### src/hdl/s2c_pkg.sv
`timescale 1ns / 1ps

package s2c_pkg;

    // Field widths of the channels
    localparam int RADIUS_W = 16;
    localparam int ANGLE_W  = 16;
    localparam int COORD_W  = 17;

    // Bits of the radius and angle fields that carry meaning
    localparam int RADIUS_BITS = 16;
    localparam int ANGLE_BITS  = 16;

    // CORDIC datapath: Q1.30 x/y and turn-fraction residue, with headroom
    localparam int CORDIC_STEPS = 24;
    localparam int CW           = 34;
    localparam logic signed [CW-1:0] CORDIC_GAIN = CW'(652032874);

    // Q1.15 trig values span [-1.0, +1.0] inclusive
    localparam int TRIG_W = 17;
    localparam int MAG_W  = 16;

    localparam int PROD1_W = RADIUS_W + MAG_W;
    localparam int PROD2_W = PROD1_W + MAG_W;

    // Largest output magnitude
    localparam int OUT_MAG_W = 16;

    // prep + CORDIC stages + fold + two multiply stages + output stage
    localparam int PIPE_DEPTH = CORDIC_STEPS + 5;

    // Arctangent of 2^-i in units of 2^-32 turn
    localparam logic [31:0] ATAN_TURN [0:CORDIC_STEPS-1] = '{
        32'h20000000, 32'h12E4051D, 32'h09FB385B, 32'h051111D4,
        32'h028B0D43, 32'h0145D7E1, 32'h00A2F61E, 32'h00517C55,
        32'h0028BE53, 32'h00145F2E, 32'h000A2F98, 32'h000517CC,
        32'h00028BE6, 32'h000145F3, 32'h0000A2F9, 32'h0000517C,
        32'h000028BE, 32'h0000145F, 32'h00000A2F, 32'h00000517,
        32'h0000028B, 32'h00000145, 32'h000000A2, 32'h00000051
    };

    typedef enum logic [1:0] {
        QUAD_0 = 2'd0,
        QUAD_1 = 2'd1,
        QUAD_2 = 2'd2,
        QUAD_3 = 2'd3
    } t_quad;

    // CORDIC result for one angle, with its quadrant not yet unfolded
    typedef struct packed {
        t_quad                  quad;
        logic signed [CW-1:0]   x;
        logic signed [CW-1:0]   y;
    } t_trig;

endpackage

### src/hdl/s2c_scale.sv
`timescale 1ns / 1ps

module s2c_scale (
    input  logic                                i_clk,
    input  logic                                i_adv,
    input  logic [s2c_pkg::RADIUS_W-1:0]        i_radius,
    input  s2c_pkg::t_trig                      i_polar,
    input  s2c_pkg::t_trig                      i_azim,
    output logic signed [s2c_pkg::COORD_W-1:0]  o_x_coord,
    output logic signed [s2c_pkg::COORD_W-1:0]  o_y_coord,
    output logic signed [s2c_pkg::COORD_W-1:0]  o_z_coord
);

    localparam int CW      = s2c_pkg::CW;
    localparam int TRIG_W  = s2c_pkg::TRIG_W;
    localparam int MAG_W   = s2c_pkg::MAG_W;
    localparam int RW      = s2c_pkg::RADIUS_W;
    localparam int P1W     = s2c_pkg::PROD1_W;
    localparam int P2W     = s2c_pkg::PROD2_W;
    localparam int COORD_W = s2c_pkg::COORD_W;
    localparam logic [32:0] RADIUS_MASK = (33'd1 << s2c_pkg::RADIUS_BITS) - 33'd1;
    localparam logic [P2W-1:0] OUT_MAX = P2W'((1 << s2c_pkg::OUT_MAG_W) - 1);

    typedef struct packed {
        logic               sn_neg;
        logic               cs_neg;
        logic [MAG_W-1:0]   sn_mag;
        logic [MAG_W-1:0]   cs_mag;
    } t_sincos;

    // Round Q1.30 to Q1.15, clamp to +-1.0
    function automatic logic signed [TRIG_W-1:0] to_q15(input logic signed [CW-1:0] v);
        logic signed [CW-1:0] t;
        logic signed [CW-1:0] lim;
        logic signed [TRIG_W-1:0] res;
        lim = CW'(32768);
        t   = (v + CW'(16384)) >>> 15;
        if (t > lim) begin
            res = TRIG_W'(lim);
        end else if (t < -lim) begin
            res = TRIG_W'(-lim);
        end else begin
            res = TRIG_W'(t);
        end
        return res;
    endfunction

    function automatic logic [MAG_W-1:0] mag(input logic signed [TRIG_W-1:0] v);
        logic signed [TRIG_W-1:0] a;
        a = (v < 0) ? -v : v;
        return MAG_W'(a);
    endfunction

    // Unfold the quadrant into signs and magnitudes
    function automatic t_sincos fold(input s2c_pkg::t_trig t);
        logic signed [TRIG_W-1:0] c;
        logic signed [TRIG_W-1:0] s;
        logic signed [TRIG_W-1:0] cs;
        logic signed [TRIG_W-1:0] sn;
        t_sincos res;
        c = to_q15(t.x);
        s = to_q15(t.y);
        case (t.quad)
            s2c_pkg::QUAD_0: begin cs = c;  sn = s;  end
            s2c_pkg::QUAD_1: begin cs = -s; sn = c;  end
            s2c_pkg::QUAD_2: begin cs = -c; sn = -s; end
            default:         begin cs = s;  sn = -c; end
        endcase
        res.sn_neg = sn < 0;
        res.cs_neg = cs < 0;
        res.sn_mag = mag(sn);
        res.cs_mag = mag(cs);
        return res;
    endfunction

    function automatic logic signed [COORD_W-1:0] pack(input logic neg,
                                                       input logic [P2W-1:0] m);
        logic [P2W-1:0] s;
        logic signed [COORD_W-1:0] v;
        s = (m > OUT_MAX) ? OUT_MAX : m;
        v = COORD_W'(s);
        return neg ? -v : v;
    endfunction

    // Fold stage
    logic [RW-1:0]      r_rad;
    t_sincos            r_th;
    t_sincos            r_ph;

    // First multiply stage
    logic [P1W-1:0]     r_rs;
    logic [P1W-1:0]     r_rc;
    logic [MAG_W-1:0]   r_cp_mag;
    logic [MAG_W-1:0]   r_sp_mag;
    logic               r1_x_neg;
    logic               r1_y_neg;
    logic               r1_z_neg;

    // Second multiply stage
    logic [P2W-1:0]     r_px;
    logic [P2W-1:0]     r_py;
    logic [P1W-1:0]     r_pz;
    logic               r2_x_neg;
    logic               r2_y_neg;
    logic               r2_z_neg;

    logic [P2W-1:0]     n_xm;
    logic [P2W-1:0]     n_ym;
    logic [P1W-1:0]     n_zm;

    always_ff @(posedge i_clk) begin
        if (i_adv) begin
            r_rad <= RW'(33'(i_radius) & RADIUS_MASK);
            r_th  <= fold(i_polar);
            r_ph  <= fold(i_azim);
        end
    end

    always_ff @(posedge i_clk) begin
        if (i_adv) begin
            r_rs     <= P1W'(r_rad) * P1W'(r_th.sn_mag);
            r_rc     <= P1W'(r_rad) * P1W'(r_th.cs_mag);
            r_cp_mag <= r_ph.cs_mag;
            r_sp_mag <= r_ph.sn_mag;
            r1_x_neg <= r_th.sn_neg ^ r_ph.cs_neg;
            r1_y_neg <= r_th.sn_neg ^ r_ph.sn_neg;
            r1_z_neg <= r_th.cs_neg;
        end
    end

    always_ff @(posedge i_clk) begin
        if (i_adv) begin
            r_px     <= P2W'(r_rs) * P2W'(r_cp_mag);
            r_py     <= P2W'(r_rs) * P2W'(r_sp_mag);
            r_pz     <= r_rc;
            r2_x_neg <= r1_x_neg;
            r2_y_neg <= r1_y_neg;
            r2_z_neg <= r1_z_neg;
        end
    end

    // Round half up on magnitudes
    assign n_xm = (r_px + (P2W'(1) << 29)) >> 30;
    assign n_ym = (r_py + (P2W'(1) << 29)) >> 30;
    assign n_zm = (r_pz + (P1W'(1) << 14)) >> 15;

    always_ff @(posedge i_clk) begin
        if (i_adv) begin
            o_x_coord <= pack(r2_x_neg, n_xm);
            o_y_coord <= pack(r2_y_neg, n_ym);
            o_z_coord <= pack(r2_z_neg, P2W'(n_zm));
        end
    end

endmodule

### config.mk
export PLATFORM = sky130hd
export DESIGN_NAME = s2c_scale
export DESIGN_NICKNAME = d
export VERILOG_FILES = /design/src/hdl/s2c_pkg.sv /design/src/hdl/s2c_scale.sv
export SDC_FILE = /design/constraint.sdc
export NUM_CORES = 2
export LEC_CHECK = 0
export BUFFER_PORTS_ARGS = -buffer_cell sky130_fd_sc_hd__buf_2
export CAP_MARGIN = 5
export CELL_PAD_IN_SITES_DETAIL_PLACEMENT = 0
export CELL_PAD_IN_SITES_GLOBAL_PLACEMENT = 2
export CORE_ASPECT_RATIO = 1.5
export CORE_UTILIZATION = 42
export DETAILED_ROUTE_END_ITERATION = 8
export PLACE_DENSITY_LB_ADDON = 0.25
export SKIP_CTS_REPAIR_TIMING = 1
export SYNTH_ARGS = -nofsm -noshare
export SYNTH_HDL_FRONTEND = slang
export SYNTH_SLANG_ARGS = --single-unit
### constraint.sdc
create_clock -name i_clk -period 7.4 [get_ports i_clk]
set_input_delay 2.22 -clock i_clk [delete_from_list [all_inputs] [get_ports i_clk]]
set_output_delay 2.22 -clock i_clk [all_outputs]
set_load 0.01 [all_outputs]
# Word level (Yosys, flattened, before mapping)
# Index checks and enable logic that the tools add are counted.
[op_classes] reduce_logical=2 n_mux=30 n_lt_le_gt_ge=15 n_mul=4 n_eq_ne=4 n_addsub=18 n_bitwise=2
[op_table] operator="17-bit 2-to-1 mux" n=22
[op_table] operator="17-bit one-hot mux with 3 select lines" n=4
[op_table] operator="34-bit by 16-bit adder with 34-bit output (second input constant)" n=4
[op_table] operator="17-bit negation" n=7
[op_table] operator="48-bit by 30-bit adder with 48-bit output (second input constant)" n=2
[op_table] operator="32-bit by 16-bit multiplier with 48-bit output" n=2
[op_table] operator="19-bit by 17-bit greater-than comparator with 1-bit output (second input constant)" n=4
[op_table] operator="19-bit by 16-bit less-than comparator with 1-bit output (second input constant)" n=4
[op_table] operator="17-bit by 1-bit less-than comparator with 1-bit output (second input constant)" n=4
[op_table] operator="16-bit by 16-bit multiplier with 32-bit output" n=2
[op_table] operator="16-bit 2-to-1 mux" n=4
[op_table] operator="16-bit negation" n=4
[op_table] operator="18-bit by 16-bit greater-than comparator with 1-bit output (second input constant)" n=2
[op_table] operator="32-bit by 15-bit adder with 32-bit output (second input constant)" n=1
[op_table] operator="17-bit by 16-bit greater-than comparator with 1-bit output (second input constant)" n=1
[op_table] operator="2-bit by 1-bit == test with 1-bit output (second input constant)" n=2
[op_table] operator="2-bit == test (second input constant)" n=2
[op_table] operator="2-bit zero test" n=2
[op_table] operator="1-bit XOR" n=2
[totals] input_bits=158 out_inout_bits=51 wordCells=100 regBits=365

# Longest topological paths before layout
[logic_depth] word_depth=10 mapped_depth=27 ltp_nobuf=26

# Worst setup path after synthesis
# Ideal clock, no wire load.
[synth_path] path_kind="input-to-reg" start="in i_polar[48] (netlist name)" end="reg r_th[25] (netlist name), data pin" path_slack_ps=441 stages=25 required_time_ps=7141 t_arrival_ps=6700 setup_time_ps=259 path_buffers=4 path_cell_list="ha_1 > buf_4 > nand2_1 > or3_1 > buf_2 > o31a_1 > a2111oi_4 > nand4_2 > o21ai_4 > clkbuf_1 > nand2_1 > ha_1 > clkbuf_1 > inv_1 > a211o_1 > o2111ai_1 > o21ai_0 > nor2_1 > nand2_1 > o221ai_1 > a211oi_1 > nand4_1 > or2_2 > o21ai_0 > xnor2_1"
[synth_between] elab_chain_len=10 elab_cells_between_ends=12 cone_classes="3 x add/sub; 3 x order compare; 6 x mux"
[synth_rtl] item="start, declared" line="s2c_scale.sv:7" rtl="input s2c_pkg::t_trig i_polar,"
[synth_rtl] item="34-bit by 16-bit adder with 34-bit output (*)" line="s2c_scale.sv:37" rtl="t = (v + CW'(16384)) >>> 15;"
[synth_rtl] item="19-bit by 16-bit less-than comparator with 1-bit output" line="s2c_scale.sv:40" rtl="end else if (t < -lim) begin"
[synth_rtl] item="17-bit 2-to-1 mux" line="s2c_scale.sv:40"
[synth_rtl] item="17-bit 2-to-1 mux (*)" line="s2c_scale.sv:38" rtl="if (t > lim) begin"
[synth_rtl] item="17-bit 2-to-1 mux (*)" line="s2c_scale.sv:112" rtl="if (i_adv) begin"
[synth_rtl] item="17-bit negation" line="s2c_scale.sv:67" rtl="default: begin cs = s; sn = -c; end"
[synth_rtl] item="17-bit one-hot mux with 3 select lines (*)" line="s2c_scale.sv:63" rtl="case (t.quad)"
[synth_rtl] item="17-bit 2-to-1 mux (*)" line="s2c_scale.sv:112"
[synth_rtl] item="16-bit negation / 17-bit by 1-bit less-than comparator with 1-bit output (equally long branches)" line="s2c_scale.sv:50" rtl="a = (v < 0) ? -v : v;"
[synth_rtl] item="16-bit 2-to-1 mux (*)" line="s2c_scale.sv:50"
[synth_rtl] item="end signal, assigned" line="s2c_scale.sv:114" rtl="r_th <= fold(i_polar);"
[synth_rtl] item="end, declared" line="s2c_scale.sv:87" rtl="t_sincos r_th;"
# Mark *: on every way between the ends. The rest lies on a longest branch, timed or not. The select of a mux whose other input is x is not followed.
# A chain may end at the register's enable or synchronous reset.

# Worst setup path after layout
[layout_path] start="reg r_cp_mag[10]" end="reg r_px[47], data pin"
[layout_between] elab_chain_len=1
[layout_rtl] item="start, declared" line="s2c_scale.sv:93" rtl="logic [MAG_W-1:0] r_cp_mag;"
[layout_rtl] item="start signal, assigned" line="s2c_scale.sv:123" rtl="r_cp_mag <= r_ph.cs_mag;"
[layout_rtl] item="32-bit by 16-bit multiplier with 48-bit output" line="s2c_scale.sv:133" rtl="r_px <= P2W'(r_rs) * P2W'(r_cp_mag);"
[layout_rtl] item="end signal, assigned" line="s2c_scale.sv:133"
[layout_rtl] item="end, declared" line="s2c_scale.sv:100" rtl="logic [P2W-1:0] r_px;"
# Every way passes these cells.

==> flow_summary.ini <==
[grt]
grt_pass1_vias = 55200
grtUsageTotal_pct = 24.4
grt_pass1_wl_um = 301000
grt_overflow = 0
grt_max_degree = 143
antenna_found_initial = 10

[die]
dieArea_um2 = 158000
start_util_pct = 42.3
core_area_um2 = 155000
die_h_um = 486
ios = 209
die_x_um = 324
rows = 177

[sta]
fin_crit_sh_pct = 96.3
setup_viol_count_final = 0
rsz0062_at_grt = true
drv_slew = 0
hold_viol = 0
slew_headroom_pct = 35.3
worstMarginPinSlew_ps = 959
skew_ps = 40.7
finalCriticalPeriod_ps = 7130
max_freq_mhz = 140

[yosys]
yosys_warnings = 0
synth_cells = 7309
synth_cell_type_count = 103
synthesis.nets = 9145
post_synth.cell_area_avg_um2 = 8.96
ys.flop_type = edfxtp_1
synth_edf_count = 279
syn_area_um2 = 65500
ys_seq_area_share_pct = 12.8
synth_seq_cells = 279
synthArstFlopShare_pct = 0

[finish]
multi_input_comb_area_um2 = 50200
instances_no_fill = 9575
final_cell_area_um2 = 72000
fin_util_pct = 46.5
finalNetCount = 9327
syn_to_final_growth_pct = 9.94
seq_area_um2 = 8380
drive_gt1_share_pct = 8.79
fill_cells = 15300

[min_path]
holdPathStages = 0
min_path_type = reg -> reg

[place]
numPortBuffers = 152
place_congestion = 0.903
place_area_um2 = 70800
dpl.cell_count = 9498
dp_hpwl_um = 153000

[clock_tree]
clkSinkCount = 279
insertion_delay_ps = 590
root_buffer = clkbuf_16
cts_tree = yes
cts_inserted_buffers = 34
cts.clk_slew.worst_paths_ps = 60
cts_buffer_depth = 3
htreeDepth = 2

[critical_path]
cp_common_cell = fa_1
criticalPathCategory = reg -> reg
max_stage_delay_ps = 580
arrival_ps = 7450
r2r_cells = 24
path_cells = buf_4 -> buf_4 -> nand2_1 -> fa_1 -> inv_1 -> fa_1 -> fa_1 -> fa_1 -> fa_1 -> inv_1 -> fa_1 -> inv_1 -> ha_1 -> nand4_1 -> nor3_1 -> o211a_1 -> a21oi_1 -> o21ai_1 -> a41oi_2 -> a21oi_1 -> a21o_1 -> a21oi_1 -> a211o_1 -> xnor2_1
slowest_stage = edfxtp_1
ff2ff_setup_slack_ps = 270
required_ps = 7720
cp-start-kind = flop
cp-end-kind = flop
cp_max_fo = 15

[routing]
avgRoutedWirePerCell_um = 19.5
ant_nets = 0
vias = 50000
via_per_inst = 5.22
routed_wl_um = 187000
drc = 0
first_iter_violations = 2183
firstDrtPassIters = 5

[job]
maxCapViolCount = 0

[outcome]
outcome = completed
==> cell type report <==
cell class	count	share of cell area, %
antenna	5	0.0174
clock buffer	39	1.24
clock inverter	18	0.189
inverter	1430	7.45
multi-input combinational	5206	69.7
sequential	279	11.6
tap	2058	3.57
timing repair buffer	540	6.16
==> stage by stage <==
stage	worst slack, ps	hold WS, ps	setup TNS, ps
after floorplan	441	400	0
after global placement	74.9	403	0
after detailed placement	59.5	405	0
after CTS	45.5	411	0
after global routing	-21.7	423	-21.7
final	273	416	0
==> logic make-up (layout without fill, tap and decap cells) <==
| group | after synthesis | count (layout) | share of synthesized area, % |
|---|---|---|---|
| buffers and inverters | 1824 | 2027 | 10.6 |
| other | 0 | 5 | 0 |
| muxes | 30 | 30 | 0.512 |
| DFF | 279 | 279 | 12.8 |
| AOI/OAI and AO/OA | 735 | 735 | 7.73 |
| and+or+nand+nor | 2443 | 2443 | 18.1 |
| xor gates and xnor gates | 320 | 320 | 4.28 |
| adders and majority gates | 1678 | 1678 | 46.0 |
==> path summary, 6_finish.rpt <==
| kind | start | end |
|---|---|---|
| max | r_cp_mag[10] | r_px[47] |
| min | r_ph[0] | r_cp_mag[0] |
| max reg2reg | r_cp_mag[10] | r_px[47] |
| min reg2reg | r_ph[0] | r_cp_mag[0] |
==> Yosys cell counts, types with 27 or more instances <==
library cell / number / area [um2]
a21o_1: 61 / 458
fa_1: 1221 / 24400
xnor2_1: 194 / 1700
a211oi_1: 37 / 278
and2_1: 620 / 3880
nand2b_1: 27 / 169
edfxtp_1: 279 / 8380
a31oi_1: 47 / 294
nor3_1: 87 / 435
clkbuf_1: 340 / 1280
or3_1: 27 / 169
nand2_1: 1143 / 4290
xor2_1: 126 / 1100
nor2_1: 200 / 751
and3_1: 58 / 363
a21oi_1: 161 / 806
ha_1: 457 / 5720
nand4_1: 48 / 300
o21ai_0: 134 / 671
buf_2: 33 / 165
nand3_1: 124 / 621
inv_1: 1427 / 5360
==> registers in the layout, indices dropped and copies added (netlist names), 16 cells and up <==
register,count
o_x_coord,17
r_py,19
o_y_coord,17
r_sp_mag,16
r_px,19
r_th,34
o_z_coord,17
r_ph,34
r_rs,32
r_rc,18
r_pz,18
r_rad,16
r_cp_mag,16
==> cells in the final DEF (no fill, tap or decap), types with 15 or more instances in the layout <==
| cell type | n |
|---|---|
| buf_4 | 328 |
| clkbuf_16 | 35 |
| a311oi_1 | 15 |
| nor4_1 | 22 |
| nand4_1 | 48 |
| inv_1 | 1427 |
| o31ai_1 | 24 |
| nand3_1 | 124 |
| a22oi_1 | 15 |
| a21oi_1 | 158 |
| xnor2_1 | 194 |
| fa_1 | 1221 |
| o211ai_1 | 22 |
| buf_2 | 151 |
| a21o_1 | 61 |
| edfxtp_1 | 279 |
| and3_1 | 58 |
| and4_1 | 15 |
| or3_1 | 27 |
| xor2_1 | 126 |
| mux2i_1 | 20 |
| nor3_1 | 87 |
| and2_1 | 620 |
| nor2b_1 | 17 |
| nor2_1 | 200 |
| ha_1 | 457 |
| a31oi_1 | 47 |
| a211oi_1 | 35 |
| o21a_1 | 18 |
| nand2b_1 | 27 |
| nand2_1 | 1143 |
| buf_12 | 60 |
| o21ai_0 | 133 |
==> critical path: cells and delay by family, from the launching register on <==
kind                       cells  cell delay, ps
adders and majority gates      7            3430
AOI/OAI and AO/OA              8            1500
buffers and inverters          5             670
DFF                            1             580
and+or+nand+nor                3             570
xor gates and xnor gates       1             130
==> metal layers <==
metal	wire [um]	up-vias	part of all wire (%)	GRT usage, %
met1	69000	25500	37	26.2
met5	84	-	0.045	0
met2	103000	940	55	47.6
met3	5360	391	2.9	1.98
met4	9610	12	5.1	11.4
li1	-	23100	-	-
Power is left out: the tool's default activity adds up to more than one toggle a clock period on the data nets, which glitch-free logic cannot reach.
